### config.mk
export PLATFORM = sky130hd
export DESIGN_NAME = linear_queue_with_search_top
export DESIGN_NICKNAME = d
export VERILOG_FILES = /design/src/lqs_pkg.sv /design/src/lqs_cell.sv /design/src/linear_queue_with_search_top.sv
export VERILOG_INCLUDE_DIRS = /design/src /design/src/src
export SDC_FILE = /design/constraint.sdc
export NUM_CORES = 1
export LEC_CHECK = 0
export BUFFER_PORTS_ARGS = -buffer_cell sky130_fd_sc_hd__buf_2
export CORE_MARGIN = 4
export CORE_UTILIZATION = 30
export DETAILED_ROUTE_END_ITERATION = 12
export GPL_ROUTABILITY_DRIVEN = 1
export GPL_TIMING_DRIVEN = 0
export PLACE_DENSITY = 0.51
export SKIP_LAST_GASP = 1
export SYNTH_ARGS = -nofsm -noshare
export SYNTH_HDL_FRONTEND = slang
export SYNTH_SLANG_ARGS = --single-unit
### constraint.sdc
create_clock -name clk_i -period 9.3 [get_ports clk_i]
set_input_delay 0 -clock clk_i [delete_from_list [all_inputs] [get_ports clk_i]]
set_output_delay 0 -clock clk_i [all_outputs]
set_load 0.05 [all_outputs]
### src/linear_queue_with_search_top_macros.svh
// Assertion macros used by the queue top level.
`ifndef LINEAR_QUEUE_WITH_SEARCH_TOP_MACROS_SVH
`define LINEAR_QUEUE_WITH_SEARCH_TOP_MACROS_SVH

// Condition must hold on every clock edge out of reset.
`define LQS_ASSERT_ALWAYS(lbl, clk, rst_n, cond, msg) \
  lbl: assert property (@(posedge clk) disable iff (!rst_n) (cond)) else $error(msg);

// Consequent must hold on the same edge as the antecedent.
`define LQS_ASSERT_IMPLIES(lbl, clk, rst_n, ante, cons, msg) \
  lbl: assert property (@(posedge clk) disable iff (!rst_n) (ante) |-> (cons)) else $error(msg);

// Consequent must hold on the edge after the antecedent.
`define LQS_ASSERT_NEXT(lbl, clk, rst_n, ante, cons, msg) \
  lbl: assert property (@(posedge clk) disable iff (!rst_n) (ante) |=> (cons)) else $error(msg);

`endif

### src/lqs_pkg.sv
// Shared constants, codes and types of the linear queue with search.
package lqs_pkg;

  // Number of slots, the counter width that follows from it, and the other widths.
  localparam int unsigned Depth  = 8;
  localparam int unsigned CntW   = $clog2(Depth + 1);
  localparam int unsigned DataW  = 32;
  localparam int unsigned CountW = 4;
  localparam int unsigned OpW    = 3;
  localparam int unsigned StatW  = 2;

  // Data returned by a removal or peek on an empty queue.
  localparam logic [DataW-1:0] EmptyData = '1;

  typedef enum logic [OpW-1:0] {
    OP_ENQ    = 3'd0,
    OP_DEQ    = 3'd1,
    OP_FRONT  = 3'd2,
    OP_REAR   = 3'd3,
    OP_SEARCH = 3'd4,
    OP_CLEAR  = 3'd5
  } op_e;

  typedef enum logic [StatW-1:0] {
    ST_OK    = 2'd0,
    ST_FULL  = 2'd1,
    ST_EMPTY = 2'd2
  } status_e;

  // Per-cell control from the queue controller.
  typedef struct packed {
    logic load;   // take the broadcast value into this cell
    logic shift;  // take the value of the next cell toward the rear
    logic live;   // this cell holds a live entry
  } cell_ctrl_t;

endpackage

### src/lqs_cell.sv
// One storage cell of the queue: holds an entry, shifts toward the front, compares a key.
module lqs_cell (
  input  logic                            clk_i,
  input  lqs_pkg::cell_ctrl_t             ctrl_i,
  input  logic [lqs_pkg::DataW-1:0]       value_i,
  input  logic [lqs_pkg::DataW-1:0]       next_i,
  input  logic                            found_i,
  output logic [lqs_pkg::DataW-1:0]       data_o,
  output logic                            found_o
);

  logic [lqs_pkg::DataW-1:0] data_q;
  logic [lqs_pkg::DataW-1:0] data_d;

  // A dequeue moves every entry one cell toward the front; an enqueue fills one cell.
  always_comb begin
    data_d = data_q;
    if (ctrl_i.shift) begin
      data_d = next_i;
    end else if (ctrl_i.load) begin
      data_d = value_i;
    end
  end

  always_ff @(posedge clk_i) begin
    data_q <= data_d;
  end

  // The match flag ripples from the front cell to the rear cell.
  assign found_o = found_i | (ctrl_i.live && (data_q == value_i));
  assign data_o  = data_q;

endmodule

### src/linear_queue_with_search_top.sv
// Top level of the linear queue with search: controller, cell chain and result register.
//
// Usage: requests enter on the input channel (in_valid_i, in_stall_o) as an
// operation code and a 32-bit value; each request yields exactly one result on
// the output channel (out_valid_o, out_stall_i) carrying data, found, count and
// status. Operations are enqueue, dequeue, peek front, peek rear, search and
// clear. The queue is linear: slots freed by dequeue come back only on clear.
// The result is registered and appears in the cycle after acceptance; one
// request is taken per cycle unless the receiver stalls. All slots sit in a
// chain of cells; a dequeue shifts every cell one place toward the front in
// its cycle, and a search compares the key in every cell at once with the
// match flag rippling down the chain. The rear entry has its own register.
// Reset clears the entry counters and the result valid flag; slot contents
// are not cleared and are never read before being written. When the receiver
// stalls, the result register holds its result and the input stalls in the
// same cycle, so no request is taken until the result has been delivered.
module linear_queue_with_search_top (
  input  logic                       clk_i,
  input  logic                       rst_ni,
  input  logic                       in_valid_i,
  output logic                       in_stall_o,
  input  logic [lqs_pkg::OpW-1:0]    operation_i,
  input  logic signed [lqs_pkg::DataW-1:0] value_i,
  output logic                       out_valid_o,
  input  logic                       out_stall_i,
  output logic signed [lqs_pkg::DataW-1:0] data_o,
  output logic                       found_o,
  output logic [lqs_pkg::CountW-1:0] count_o,
  output logic [lqs_pkg::StatW-1:0]  status_o
);

  `include "linear_queue_with_search_top_macros.svh"

  localparam int unsigned Depth = lqs_pkg::Depth;
  localparam int unsigned CntW  = lqs_pkg::CntW;
  localparam int unsigned DataW = lqs_pkg::DataW;

  logic [CntW-1:0]  head_q, head_d;
  logic [CntW-1:0]  fill_q, fill_d;
  logic [DataW-1:0] rear_q, rear_d;
  logic             out_valid_q;
  logic [DataW-1:0] res_data_q, res_data_d;
  logic             res_found_q, res_found_d;
  logic [lqs_pkg::CountW-1:0] res_count_q, res_count_d;
  lqs_pkg::status_e res_status_q, res_status_d;

  logic             in_acc;
  logic             enq_go, deq_go;
  logic [CntW-1:0]  live_cnt;
  logic             empty, full;

  logic [Depth-1:0][DataW-1:0] cell_data;
  logic [Depth:0]              found_chain;
  lqs_pkg::cell_ctrl_t [Depth-1:0] cell_ctrl;

  // Handshake: a request is taken whenever the result register is free or draining.
  assign in_stall_o = out_valid_q && out_stall_i;
  assign in_acc     = in_valid_i && !in_stall_o;

  assign live_cnt = fill_q - head_q;
  assign empty    = (live_cnt == '0);
  assign full     = (fill_q == CntW'(Depth));

  // Operation decode and next state.
  always_comb begin
    head_d       = head_q;
    fill_d       = fill_q;
    rear_d       = rear_q;
    enq_go       = 1'b0;
    deq_go       = 1'b0;
    res_data_d   = '0;
    res_found_d  = 1'b0;
    res_status_d = lqs_pkg::ST_OK;
    case (lqs_pkg::op_e'(operation_i))
      lqs_pkg::OP_ENQ: begin
        if (full) begin
          res_status_d = lqs_pkg::ST_FULL;
        end else begin
          fill_d = fill_q + 1'b1;
          rear_d = value_i;
          enq_go = 1'b1;
        end
      end
      lqs_pkg::OP_DEQ: begin
        if (empty) begin
          res_data_d   = lqs_pkg::EmptyData;
          res_status_d = lqs_pkg::ST_EMPTY;
        end else begin
          res_data_d = cell_data[0];
          head_d     = head_q + 1'b1;
          deq_go     = 1'b1;
        end
      end
      lqs_pkg::OP_FRONT: begin
        if (empty) begin
          res_data_d   = lqs_pkg::EmptyData;
          res_status_d = lqs_pkg::ST_EMPTY;
        end else begin
          res_data_d = cell_data[0];
        end
      end
      lqs_pkg::OP_REAR: begin
        if (empty) begin
          res_data_d   = lqs_pkg::EmptyData;
          res_status_d = lqs_pkg::ST_EMPTY;
        end else begin
          res_data_d = rear_q;
        end
      end
      lqs_pkg::OP_SEARCH: begin
        res_found_d = found_chain[Depth];
      end
      lqs_pkg::OP_CLEAR: begin
        head_d = '0;
        fill_d = '0;
      end
      default: begin
      end
    endcase
    res_count_d = lqs_pkg::CountW'(fill_d - head_d);
  end

  // Cell chain: the front entry lives in cell 0.
  assign found_chain[0] = 1'b0;
  for (genvar i = 0; i < Depth; i++) begin : g_cell
    logic [DataW-1:0] next_data;
    if (i == Depth - 1) begin : g_last
      assign next_data = '0;
    end else begin : g_mid
      assign next_data = cell_data[i+1];
    end

    assign cell_ctrl[i].load  = in_acc && enq_go && (live_cnt == CntW'(i));
    assign cell_ctrl[i].shift = in_acc && deq_go;
    assign cell_ctrl[i].live  = (CntW'(i) < live_cnt);

    lqs_cell u_cell (
      .clk_i   (clk_i),
      .ctrl_i  (cell_ctrl[i]),
      .value_i (value_i),
      .next_i  (next_data),
      .found_i (found_chain[i]),
      .data_o  (cell_data[i]),
      .found_o (found_chain[i+1])
    );
  end

  // Control state: counters and result valid flag.
  always_ff @(posedge clk_i or negedge rst_ni) begin
    if (!rst_ni) begin
      head_q      <= '0;
      fill_q      <= '0;
      out_valid_q <= 1'b0;
    end else begin
      if (in_acc) begin
        head_q <= head_d;
        fill_q <= fill_d;
      end
      if (in_acc) begin
        out_valid_q <= 1'b1;
      end else if (!out_stall_i) begin
        out_valid_q <= 1'b0;
      end
    end
  end

  // Payload registers: rear entry and the result fields.
  always_ff @(posedge clk_i) begin
    if (in_acc) begin
      rear_q       <= rear_d;
      res_data_q   <= res_data_d;
      res_found_q  <= res_found_d;
      res_count_q  <= res_count_d;
      res_status_q <= res_status_d;
    end
  end

  assign out_valid_o = out_valid_q;
  assign data_o      = res_data_q;
  assign found_o     = res_found_q;
  assign count_o     = res_count_q;
  assign status_o    = res_status_q;

  // Checks on the counters and the result register.
  `LQS_ASSERT_ALWAYS(a_head_le_fill, clk_i, rst_ni, head_q <= fill_q, "head passed fill")
  `LQS_ASSERT_ALWAYS(a_fill_le_depth, clk_i, rst_ni, fill_q <= CntW'(Depth), "fill beyond depth")
  `LQS_ASSERT_NEXT(a_acc_gives_result, clk_i, rst_ni, in_acc, out_valid_q, "result lost")
  `LQS_ASSERT_IMPLIES(a_full_state, clk_i, rst_ni, out_valid_q && (res_status_q == lqs_pkg::ST_FULL), fill_q == CntW'(Depth), "full status without full queue")

endmodule
# ---- After elaboration in Yosys (flattened, before gate mapping)
# Cells that the tools add are included.
# W data, S select, Z words.
dict set report op_classes {
  add_sub_neg 4
  n_lt_le_gt_ge 8
  eq_ne 22
  n_mux 30
  n_bitwise 8
  n_reduce_logical 33
}
# operator count
set ops {}
lappend ops {{$mux W32} 16}
lappend ops {{$eq A32 B32 Y1} 8}
lappend ops {{$pmux W32 S2} 1}
lappend ops {{$logic_and A1 B1 Y1} 20}
lappend ops {{$eq A4 B3 Y1 const B} 4}
lappend ops {{$lt A3 B4 Y1 const A} 4}
lappend ops {{$pmux W4 S2} 2}
lappend ops {{$reduce_bool A2 Y1} 7}
lappend ops {{$add A4 B1 Y4 const B} 2}
lappend ops {{$eq A4 B2 Y1 const B} 2}
lappend ops {{$lt A1 B4 Y1 const A} 2}
lappend ops {{$lt A2 B4 Y1 const A} 2}
lappend ops {{$mux W4} 2}
lappend ops {{$sub A4 B4 Y4} 2}
lappend ops {{$mux W1} 7}
lappend ops {{$or A1 B1 Y1} 7}
lappend ops {{$eq A3 B2 Y1 const B} 2}
lappend ops {{$eq A3 B3 Y1 const B} 2}
lappend ops {{$eq A4 B1 Y1 const B} 1}
lappend ops {{$eq A4 B4 Y1 const B} 1}
lappend ops {{$logic_not A4 Y1} 1}
lappend ops {{$pmux W2 S2} 1}
lappend ops {{$eq A3 B1 Y1 const B} 1}
lappend ops {{$logic_not A3 Y1} 1}
lappend ops {{7 further kinds} 7}
dict set report totals {
  register_bits 336
  out_inout_bits 41
  word_cells 121
}

# ---- Longest topological paths before layout
# Gate-level depths: netlist (run 1).
dict set report logic_depth {
  depth_word 10
  mapped_depth 17
  mapped_depth_nobuf 15
}

# ---- By module
# A second synthesis (run 1) with hierarchy kept.
dict set report hier_totals {
  hier_cells 1252
  area_unflattened_um2 17715.7
}
# mod n_inst cells_per_inst area_each_um2 seq_area_each_um2
set modules_own_cells {}
lappend modules_own_cells {lqs_cell 8 113 1702.9 960.9}
lappend modules_own_cells {linear_queue_with_search_top 1 348 4092.7 2357.3}

# ---- Worst setup path after synthesis (run 1)
# Ideal clock, no wire load.
dict set report synth_path {
  path_type {reg-to-reg}
  startpoint {reg fill_q[0]}
  endpoint {reg g_cell[6].u_cell.data_q (netlist bit g_cell[6].u_cell.data_o[0]) (enable)}
  setup_ps 466
  t_arrival_ps 4642
  t_required_ps 8834
  setup_slack_ps 4193
  path_stages_with_launch 11
  n_path_buf 2
  period_less_slack_ps 5107
  path_cell_list {dfrtp_1 -> clkbuf_1 -> inv_1 -> ha_1 -> nand2_1 -> nor2_1 -> or3_1 -> buf_2 -> inv_1 -> nand3_1 -> o21ai_0}
}
dict set report synth_between {
  elab_chain_len 6
  word_cells_on_any_way 12
  cone_classes {1 x add/sub; 2 x eq/ne; 4 x mux; 5 x reduce/logical}
}
# item line
set synth_rtl {}
lappend synth_rtl {{start, declared} linear_queue_with_search_top.sv:39} ;# logic [CntW-1:0] fill_q, fill_d;
lappend synth_rtl {{start signal, assigned} linear_queue_with_search_top.sv:157} ;# fill_q <= fill_d;
lappend synth_rtl {{$sub A4 B4 Y4 / $eq A4 B4 Y1 (equally long branches)} {linear_queue_with_search_top.sv:60, linear_queue_with_search_top.sv:62}}
lappend synth_rtl {{$logic_not A4 Y1 / $mux W1 (equally long branches)} {linear_queue_with_search_top.sv:61, linear_queue_with_search_top.sv:76}}
lappend synth_rtl {{$mux W1, on equally long branches} {linear_queue_with_search_top.sv:85, linear_queue_with_search_top.sv:74}}
lappend synth_rtl {{$mux W1 / $logic_and A1 B1 Y1 (equally long branches)} {linear_queue_with_search_top.sv:74, linear_queue_with_search_top.sv:133}}
lappend synth_rtl {{$logic_and A1 B1 Y1, on equally long branches} {linear_queue_with_search_top.sv:134, linear_queue_with_search_top.sv:133}}
lappend synth_rtl {{$reduce_bool A2 Y1 (no line) *} n/a}
lappend synth_rtl {{end signal, assigned} lqs_cell.sv:26} ;# data_q <= data_d;
lappend synth_rtl {{end, declared} lqs_cell.sv:12} ;# logic [lqs_pkg::DataW-1:0] data_q;
# Every way passes the cells marked *; elsewhere a longest branch is shown, timed or not.
# A chain may end at the register's enable or synchronous reset.

# ---- Worst setup path after layout (run 1)
dict set report layout_path {
  startpoint {reg fill_q[0]}
  endpoint {reg res_count_q (netlist bit count_o[3]), data pin}
}
dict set report layout_between {
  elab_chain_len 5
  word_cells_on_any_way 9
  cone_classes {3 x add/sub; 1 x eq/ne; 4 x mux; 1 x reduce/logical}
}
# item line
set layout_rtl {}
lappend layout_rtl {{$sub A4 B4 Y4} linear_queue_with_search_top.sv:60} ;# assign live_cnt = fill_q - head_q;
lappend layout_rtl {{$logic_not A4 Y1} linear_queue_with_search_top.sv:61} ;# assign empty = (live_cnt == '0);
lappend layout_rtl {{$mux W4} linear_queue_with_search_top.sv:85} ;# if (empty) begin
lappend layout_rtl {{$pmux W4 S2} linear_queue_with_search_top.sv:74} ;# case (lqs_pkg::op_e'(operation_i))
lappend layout_rtl {{$sub A4 B4 Y4 *} linear_queue_with_search_top.sv:120} ;# res_count_d = lqs_pkg::CountW'(fill_d - head_d);
lappend layout_rtl {{named net res_count_d (one bit)} linear_queue_with_search_top.sv:44} ;# logic [lqs_pkg::CountW-1:0] res_count_q, res_count_d;
lappend layout_rtl {{end signal, assigned} linear_queue_with_search_top.sv:173} ;# res_count_q <= res_count_d;
lappend layout_rtl {{end, declared} linear_queue_with_search_top.sv:44}
# Mark *: on every way through the listed nets, which the timed path passes. The rest lies on a longest branch.

==> results.toml, run 1 <==
[placement]
place.gp.congestion = 0.980
dp.cells = 2231
place_hpwl_um = 41000
io_buffer_count = 78

[critical_path]
start_kind = "flip-flop"
critPathCaptureType = "flip-flop"
r2r_cells = 16
cp.arrival_ps = 4720
worst-r2r-setup-slack_ps = 4880
r2r-end = "count_o[3]"
cp_max_fo = 10
crit_required_ps = 9600
critPathKind = "reg -> reg"
r2r_start = "fill_q[0]"

[timing]
clock_skew_ps = 17.9
period_minus_slack_ps = 4420
worst_slew_pin_slew_ps = 1030
max_freq_mhz = 226
hold_violations = 0
finalCritPeriodShare = 0.475
max-slew-margin-rel = 0.306
finalSetupViolCount = 0
rsz0062_at_grt = "no"
finalSetupTns_ps = 0
slew_viol_final = 0

[power]
p_leak_uw = 0.00782
power_density_nw_per_um2 = 211
ir_drop_uv = 105

[detailed_routing]
drc = 0
wl_met2_um = 24000
drt-met1-wl_um = 23500
wl_per_cell_um = 22.2
detail-route-antenna-nets = 0
dr.pass1.iters = 5
top_layer_used = "met4"
wl_met3_um = 2230
via_count = 11476
drt_iter0_drc = 842
routed_wl_um = 52000
avgViaCountPerCell = 4.90

[logic_synthesis]
synth-edff-count = 295
syn-cell-area_um2 = 17000
synth_top_area_cell = "edfxtp_1"
syn-instance-count = 1400
synth-async-reset-ratio = 0.0268
netlist-cell-type-count = 54
yosysTopAreaCellShare = 0.522
ys_warn_count = 0
ys_seq_area_frac = 0.573
yosys-top-cells-area = "edfxtp_1, a21o_1, xor2_1"
ys_seq_elements = 336
syn_area_per_cell_um2 = 12.1
syn-num-nets = 1450
ys.flop_type = "edfxtp_1"

[final_layout]
diodes = 0
layout.nets = 1618
area_delta_synth_final_pct = 18.3
fin_cells = 2343
layout-drive-gt1-share = 0.146

[cts]
cts_tree = "done"
path_clk_slew_ps = 60
cts_buffers = 40
cts.repair.resized = 0
htreeDepth = 2
root_buffer = "clkbuf_16"
clock_latency_ps = 550
cts_buffer_depth = 3
cts_num_sinks = 336

[job]
cap_viol_max_count = 0

[min_path]
whs_endpoint = "rear_q[3]"
min_from = "value_i[3]"
min_path_cells = 2
holdCritPathClass = "in -> reg"

[grt]
grt_usage = 0.169
grt_pass1_vias = 11658
antenna_found_initial = 0
grt-ovfl-total = 0
grt_max_degree = 49
grt_pass1_wl_um = 75800

[floorplanning]
ios = 80
start_util = 0.306
die_area_um2 = 60500
dieWidth_um = 246
die_height_um = 246
core_um2 = 55500
rows = 86

[run_status]
run_status = "finished clean"
-- sequential cells by signal, summed over array words and instances (netlist names) --
signal,count
out_valid_o,1
g_cell.u_cell.data_o,256
status_o,2
found_o,1
head_q,4
fill_q,4
data_o,32
count_o,4
rear_q,32
-- how the worst max path moves through the flow --
| stage | start | end | slack [ps] | cells after the start |
|---|---|---|---|---|
| finish | fill_q[0] | count_o[3] | 4880 | 16 |
| global route | fill_q[0] | count_o[3] | 4690 | 16 |
| CTS | fill_q[0] | g_cell[2].u_cell.data_o[27] | 4850 | 10 |
| detailed placement | fill_q[0] | g_cell[2].u_cell.data_o[11] | 4900 | 10 |
| global placement | fill_q[0] | g_cell[6].u_cell.data_o[12] | 2390 | 10 |
| floorplan | fill_q[0] | g_cell[6].u_cell.data_o[0] | 4190 | 10 |
-- metrics by stage --
stage               setup slack (ps)  instance area [um2]   util  power (uW)  hold slack (ps)
finish                          4880                20100  0.362        4230              190
CTS                             4850                20100  0.361        4260              159
global placement                2390                18300  0.330        2760             -122
detailed placement              4900                18500  0.333        2800             -122
global route                    4690                20100  0.362        4410              175
floorplan                       4190                17000      -        2500             -296
-- logic make-up after synthesis --
group / count (synthesis) / synth area share
fa+ha+maj: 11 / 0.00899
simple gates: 236 / 0.0748
xor+xnor: 263 / 0.137
mux: 1 / 0.000663
buf+inv: 146 / 0.0386
flops: 336 / 0.573
compound gates: 407 / 0.168
-- what timing repair did --
item / in CTS / in global routing
hold buffers: 42 / 0
endpoints found under the hold margin: 79 / 0
buffers inserted: 0 / 0
-- routing by layer --
metal,track usage,vias up
met5,0,-
met4,0.0724,0
met3,0.0257,91
met2,0.280,345
met1,0.220,5539
li1,-,5501
-- critical path, stage by stage (launching register included) --
cell and delay [ps]:
dfrtp_1 380, clkbuf_1 180, inv_1 160, ha_1 190, inv_1 50, fa_1 440, xor2_2 390, nor4_4 80
o21bai_4 340, clkbuf_1 550, o21ai_1 160, a32oi_1 350, ha_1 300, a21o_1 170, a21oi_1 160, xnor2_1 160
xnor2_1 100
-- cell type report --
| class | count | area, um2 |
|---|---|---|
| multi-input combinational | 918 | 6690 |
| timing repair buffer | 126 | 928 |
| tap | 748 | 936 |
| clock buffer | 55 | 1060 |
| buffer | 133 | 607 |
| clock inverter | 14 | 106 |
| sequential | 336 | 9720 |
| inverter | 13 | 48.8 |
| fill | 5431 | 35400 |
-- synthesized netlist by cell type (all sizes together), types with 2 or more instances --
library cell,instances
and2,32
nand4,36
o31ai,3
nand2,79
a31oi,2
o21a,4
clkbuf,52
nor4b,2
nor2,19
xor2,155
o21bai,2
edfxtp,295
nor4,48
ha,9
xnor2,108
a41oi,2
a21o,226
a21oi,42
or3,2
o22ai,33
a22o,2
nand2b,2
a221oi,32
buf,81
inv,13
a32oi,2
nand3,7
dfrtp,9
nor3,4
dfxtp,32
o21ai,50
fa,2
nor2b,3
-- cells in the final DEF, fill, tap and decap left out, types with 3 or more instances in the layout --
cell type      synthesis  layout
edfxtp_1             295     295
a21o_1               226     226
buf_2                 80     158
xor2_1               154     154
xnor2_1              107     107
nand2_1               79      79
clkbuf_1              52      67
nor4_1                47      47
a21oi_1               42      42
dlygate4sd3_1          0      42
clkbuf_16              0      40
nand4_1               36      36
o21ai_1               39      35
o22ai_1               33      33
a221oi_1              32      32
and2_1                32      32
dfxtp_1               32      32
nor2_1                16      16
inv_1                 10      10
o21ai_0               11      10
ha_1                   9       9
dfrtp_1                9       9
nand3_1                6       6
clkinv_1               0       6
o21ai_4                0       5
nor3_1                 4       4
o21a_1                 4       4
clkinv_2               0       4
nor2b_1                3       3
inv_2                  3       3
buf_12                 0       3
-- power breakdown --
group | switching (uW) | total [uW] | internal, uW
Combinational | 645 | 963 | 317
Clock | 617 | 1440 | 822
Sequential | 65.7 | 1830 | 1770
No activity file was read; power rests on OpenSTA's default activity.
==> run 2, diff against run 1 <==
Settings changed: PLACE_DENSITY 0.51 to 0.52.
Clock period 9.3 ns to 3.81 ns, I/O delays scaled along.
==> run 2 against run 1 <==
Effect of this change: combinational power increased to 2.6 times the previous value; wire length hardly changed; sequential power is 140% higher; worst setup slack got worse by 4700 ps; design area grew 1.1%; sequential share of layout area decreased by 0.53 points; non-clock buffer count rose by 3; critical path depth decreased by 1; clock skew is 14 ps higher; register-to-register slack got worse by 4700 ps; clock-buffer cell count grew 3; largest cell class unchanged.
==> results.toml, run 2 (synthesized netlist as in run 1, its figures left out) <==
[run_status]
run_status = "finished clean"

[timing]
fin_ws_ps = 155
worst_slew_pin_slew_ps = 1030
finalSetupViolCount = 0
period_minus_slack_ps = 3650
clock_skew_ps = 31.8
rsz0062_at_grt = "yes"
max-slew-margin-rel = 0.308
max_freq_mhz = 274
slew_viol_final = 0
hold_violations = 0
finalCritPeriodShare = 0.959
worst_hold_slack_ps = 184

[floorplanning]
rows = 86
die_area_um2 = 60500
dieWidth_um = 246
core_um2 = 55500
die_height_um = 246
start_util = 0.306
ios = 80

[critical_path]
r2r_start = "fill_q[0]"
crit_chain = "inv_2 > ha_1 > inv_1 > fa_2 > xor2_4 > nor4_4 > o21bai_4 > clkbuf_8 > o21ai_2 > a32oi_4 > ha_1 > a21o_1 > a21oi_1 > xnor2_1 > xnor2_1"
cp.arrival_ps = 3960
path_buf_inv = 3
r2r_cells = 15
max_stage_delay_ps = 470
r2r-end = "count_o[3]"
cp_max_fo = 10
critPathCaptureType = "flip-flop"
worst-r2r-setup-slack_ps = 160
crit_required_ps = 4110
start_kind = "flip-flop"
cpLargestDelayFamily = "adder cells"
critPathKind = "reg -> reg"
slowest_stage = "dfrtp_2"

[cts]
path_clk_slew_ps = 60
cts_num_sinks = 336
cts_buffer_depth = 3
clock_latency_ps = 580
htreeDepth = 2
cts_buffers = 41
root_buffer = "clkbuf_16"
cts_tree = "done"

[grt]
grt_pass1_vias = 11721
grt_usage = 0.168
grt_pass1_wl_um = 75800
antenna_found_initial = 0
grt-ovfl-total = 0
grt_max_degree = 49

[final_layout]
area_delta_synth_final_pct = 19.6
layout-drive-gt1-share = 0.160
fillers = 5418
finish.utilization = 0.366
final_common_cell = "edfxtp_1"
layout.nets = 1624
largest_reg_flops = 256
most-common-layout-cells = "edfxtp_1, a21o_1, buf_2"

[placement]
place.gp.congestion = 0.965
dp_slack_ps = -626
place_hpwl_um = 40600
io_buffer_count = 78

[power]
power_density_nw_per_um2 = 526
ir_drop_uv = 261
p_leak_uw = 0.00789

[min_path]
holdCritPathClass = "in -> reg"
min_path_cells = 2
min_from = "value_i[7]"
whs_endpoint = "rear_q[7]"

[job]
cap_viol_max_count = 0

[detailed_routing]
routed_wl_um = 52000
via_count = 11516
dr.pass1.iters = 5
drt_iter0_drc = 688
avgViaCountPerCell = 4.89
wl_per_cell_um = 22.1
drc = 0
detail-route-antenna-nets = 0
-- run 2: power by group --
part           total, uW  switching [uW]  internal (uW)  leakage, uW
sequential          4480             172           4310      0.00307
clock               3690            1570           2130     0.000615
combinational       2500            1630            870      0.00421
total              10700            3370           7310      0.00789
-- run 2: worst max path at each step --
| stage | start | end | slack, ps | cells after the start |
|---|---|---|---|---|
| final | fill_q[0] | count_o[3] | 160 | 15 |
| after CTS | fill_q[0] | g_cell[2].u_cell.data_o[24] | -70 | 10 |
| after global routing | fill_q[0] | count_o[3] | -10 | 14 |
| after floorplan | fill_q[0] | g_cell[6].u_cell.data_o[0] | -440 | 10 |
| after detailed placement | fill_q[0] | count_o[3] | -630 | 16 |
| after global placement | fill_q[0] | g_cell[6].u_cell.data_o[10] | -1820 | 10 |
-- run 2: final cells by class --
| cell class | instances | area [um2] | area share |
|---|---|---|---|
| Multi-Input combinational cell | 919 | 6770 | 0.333 |
| Inverter | 13 | 52.6 | 0.00259 |
| Sequential cell | 336 | 9730 | 0.479 |
| Timing Repair inverter | 1 | 5.00 | 0.000246 |
| Clock buffer | 58 | 1110 | 0.0546 |
| Buffer | 132 | 616 | 0.0303 |
| Antenna cell | 1 | 2.50 | 0.000123 |
| Tap cell | 748 | 936 | 0.0461 |
| Timing Repair Buffer | 130 | 951 | 0.0468 |
| Clock inverter | 18 | 154 | 0.00757 |
-- run 2: metrics by stage --
stage	TNS (ps)	instances	area (um2)	power, uW
floorplan	-36620	1400	17000	6110
global route	-9.50	2355	20300	11100
global placement	-244210	2226	18300	6740
finish	0	2356	20300	10700
detailed placement	-52560	2231	18500	6820
CTS	-1800	2352	20300	10700
-- run 2: routing by layer --
metal	wire length (um)	share of wire	vias up	track usage
li1	-	-	5510	-
met1	22900	0.44	5547	0.220
met2	24500	0.47	370	0.282
met3	2310	0.045	89	0.0202
met4	2270	0.044	0	0.0734
met5	0	0	-	0
-- run 2: repair_timing --
action	CTS	global route
resized for setup	12	9
pin swaps	3	2
setup buffers	3	2
hold buffers	42	0
setup endpoints to repair	338	142
gates cloned	0	2
endpoints found under the hold margin	82	0
-- run 2: worst register-to-register path, cell delays in order, from the launching register on --
cell and delay [ps]:
dfrtp_2 470, inv_2 110, ha_1 180, inv_1 60, fa_2 410, xor2_4 240, nor4_4 350, o21bai_4 130
clkbuf_8 200, o21ai_2 210, a32oi_4 100, ha_1 330, a21o_1 170, a21oi_1 170, xnor2_1 170, xnor2_1 100
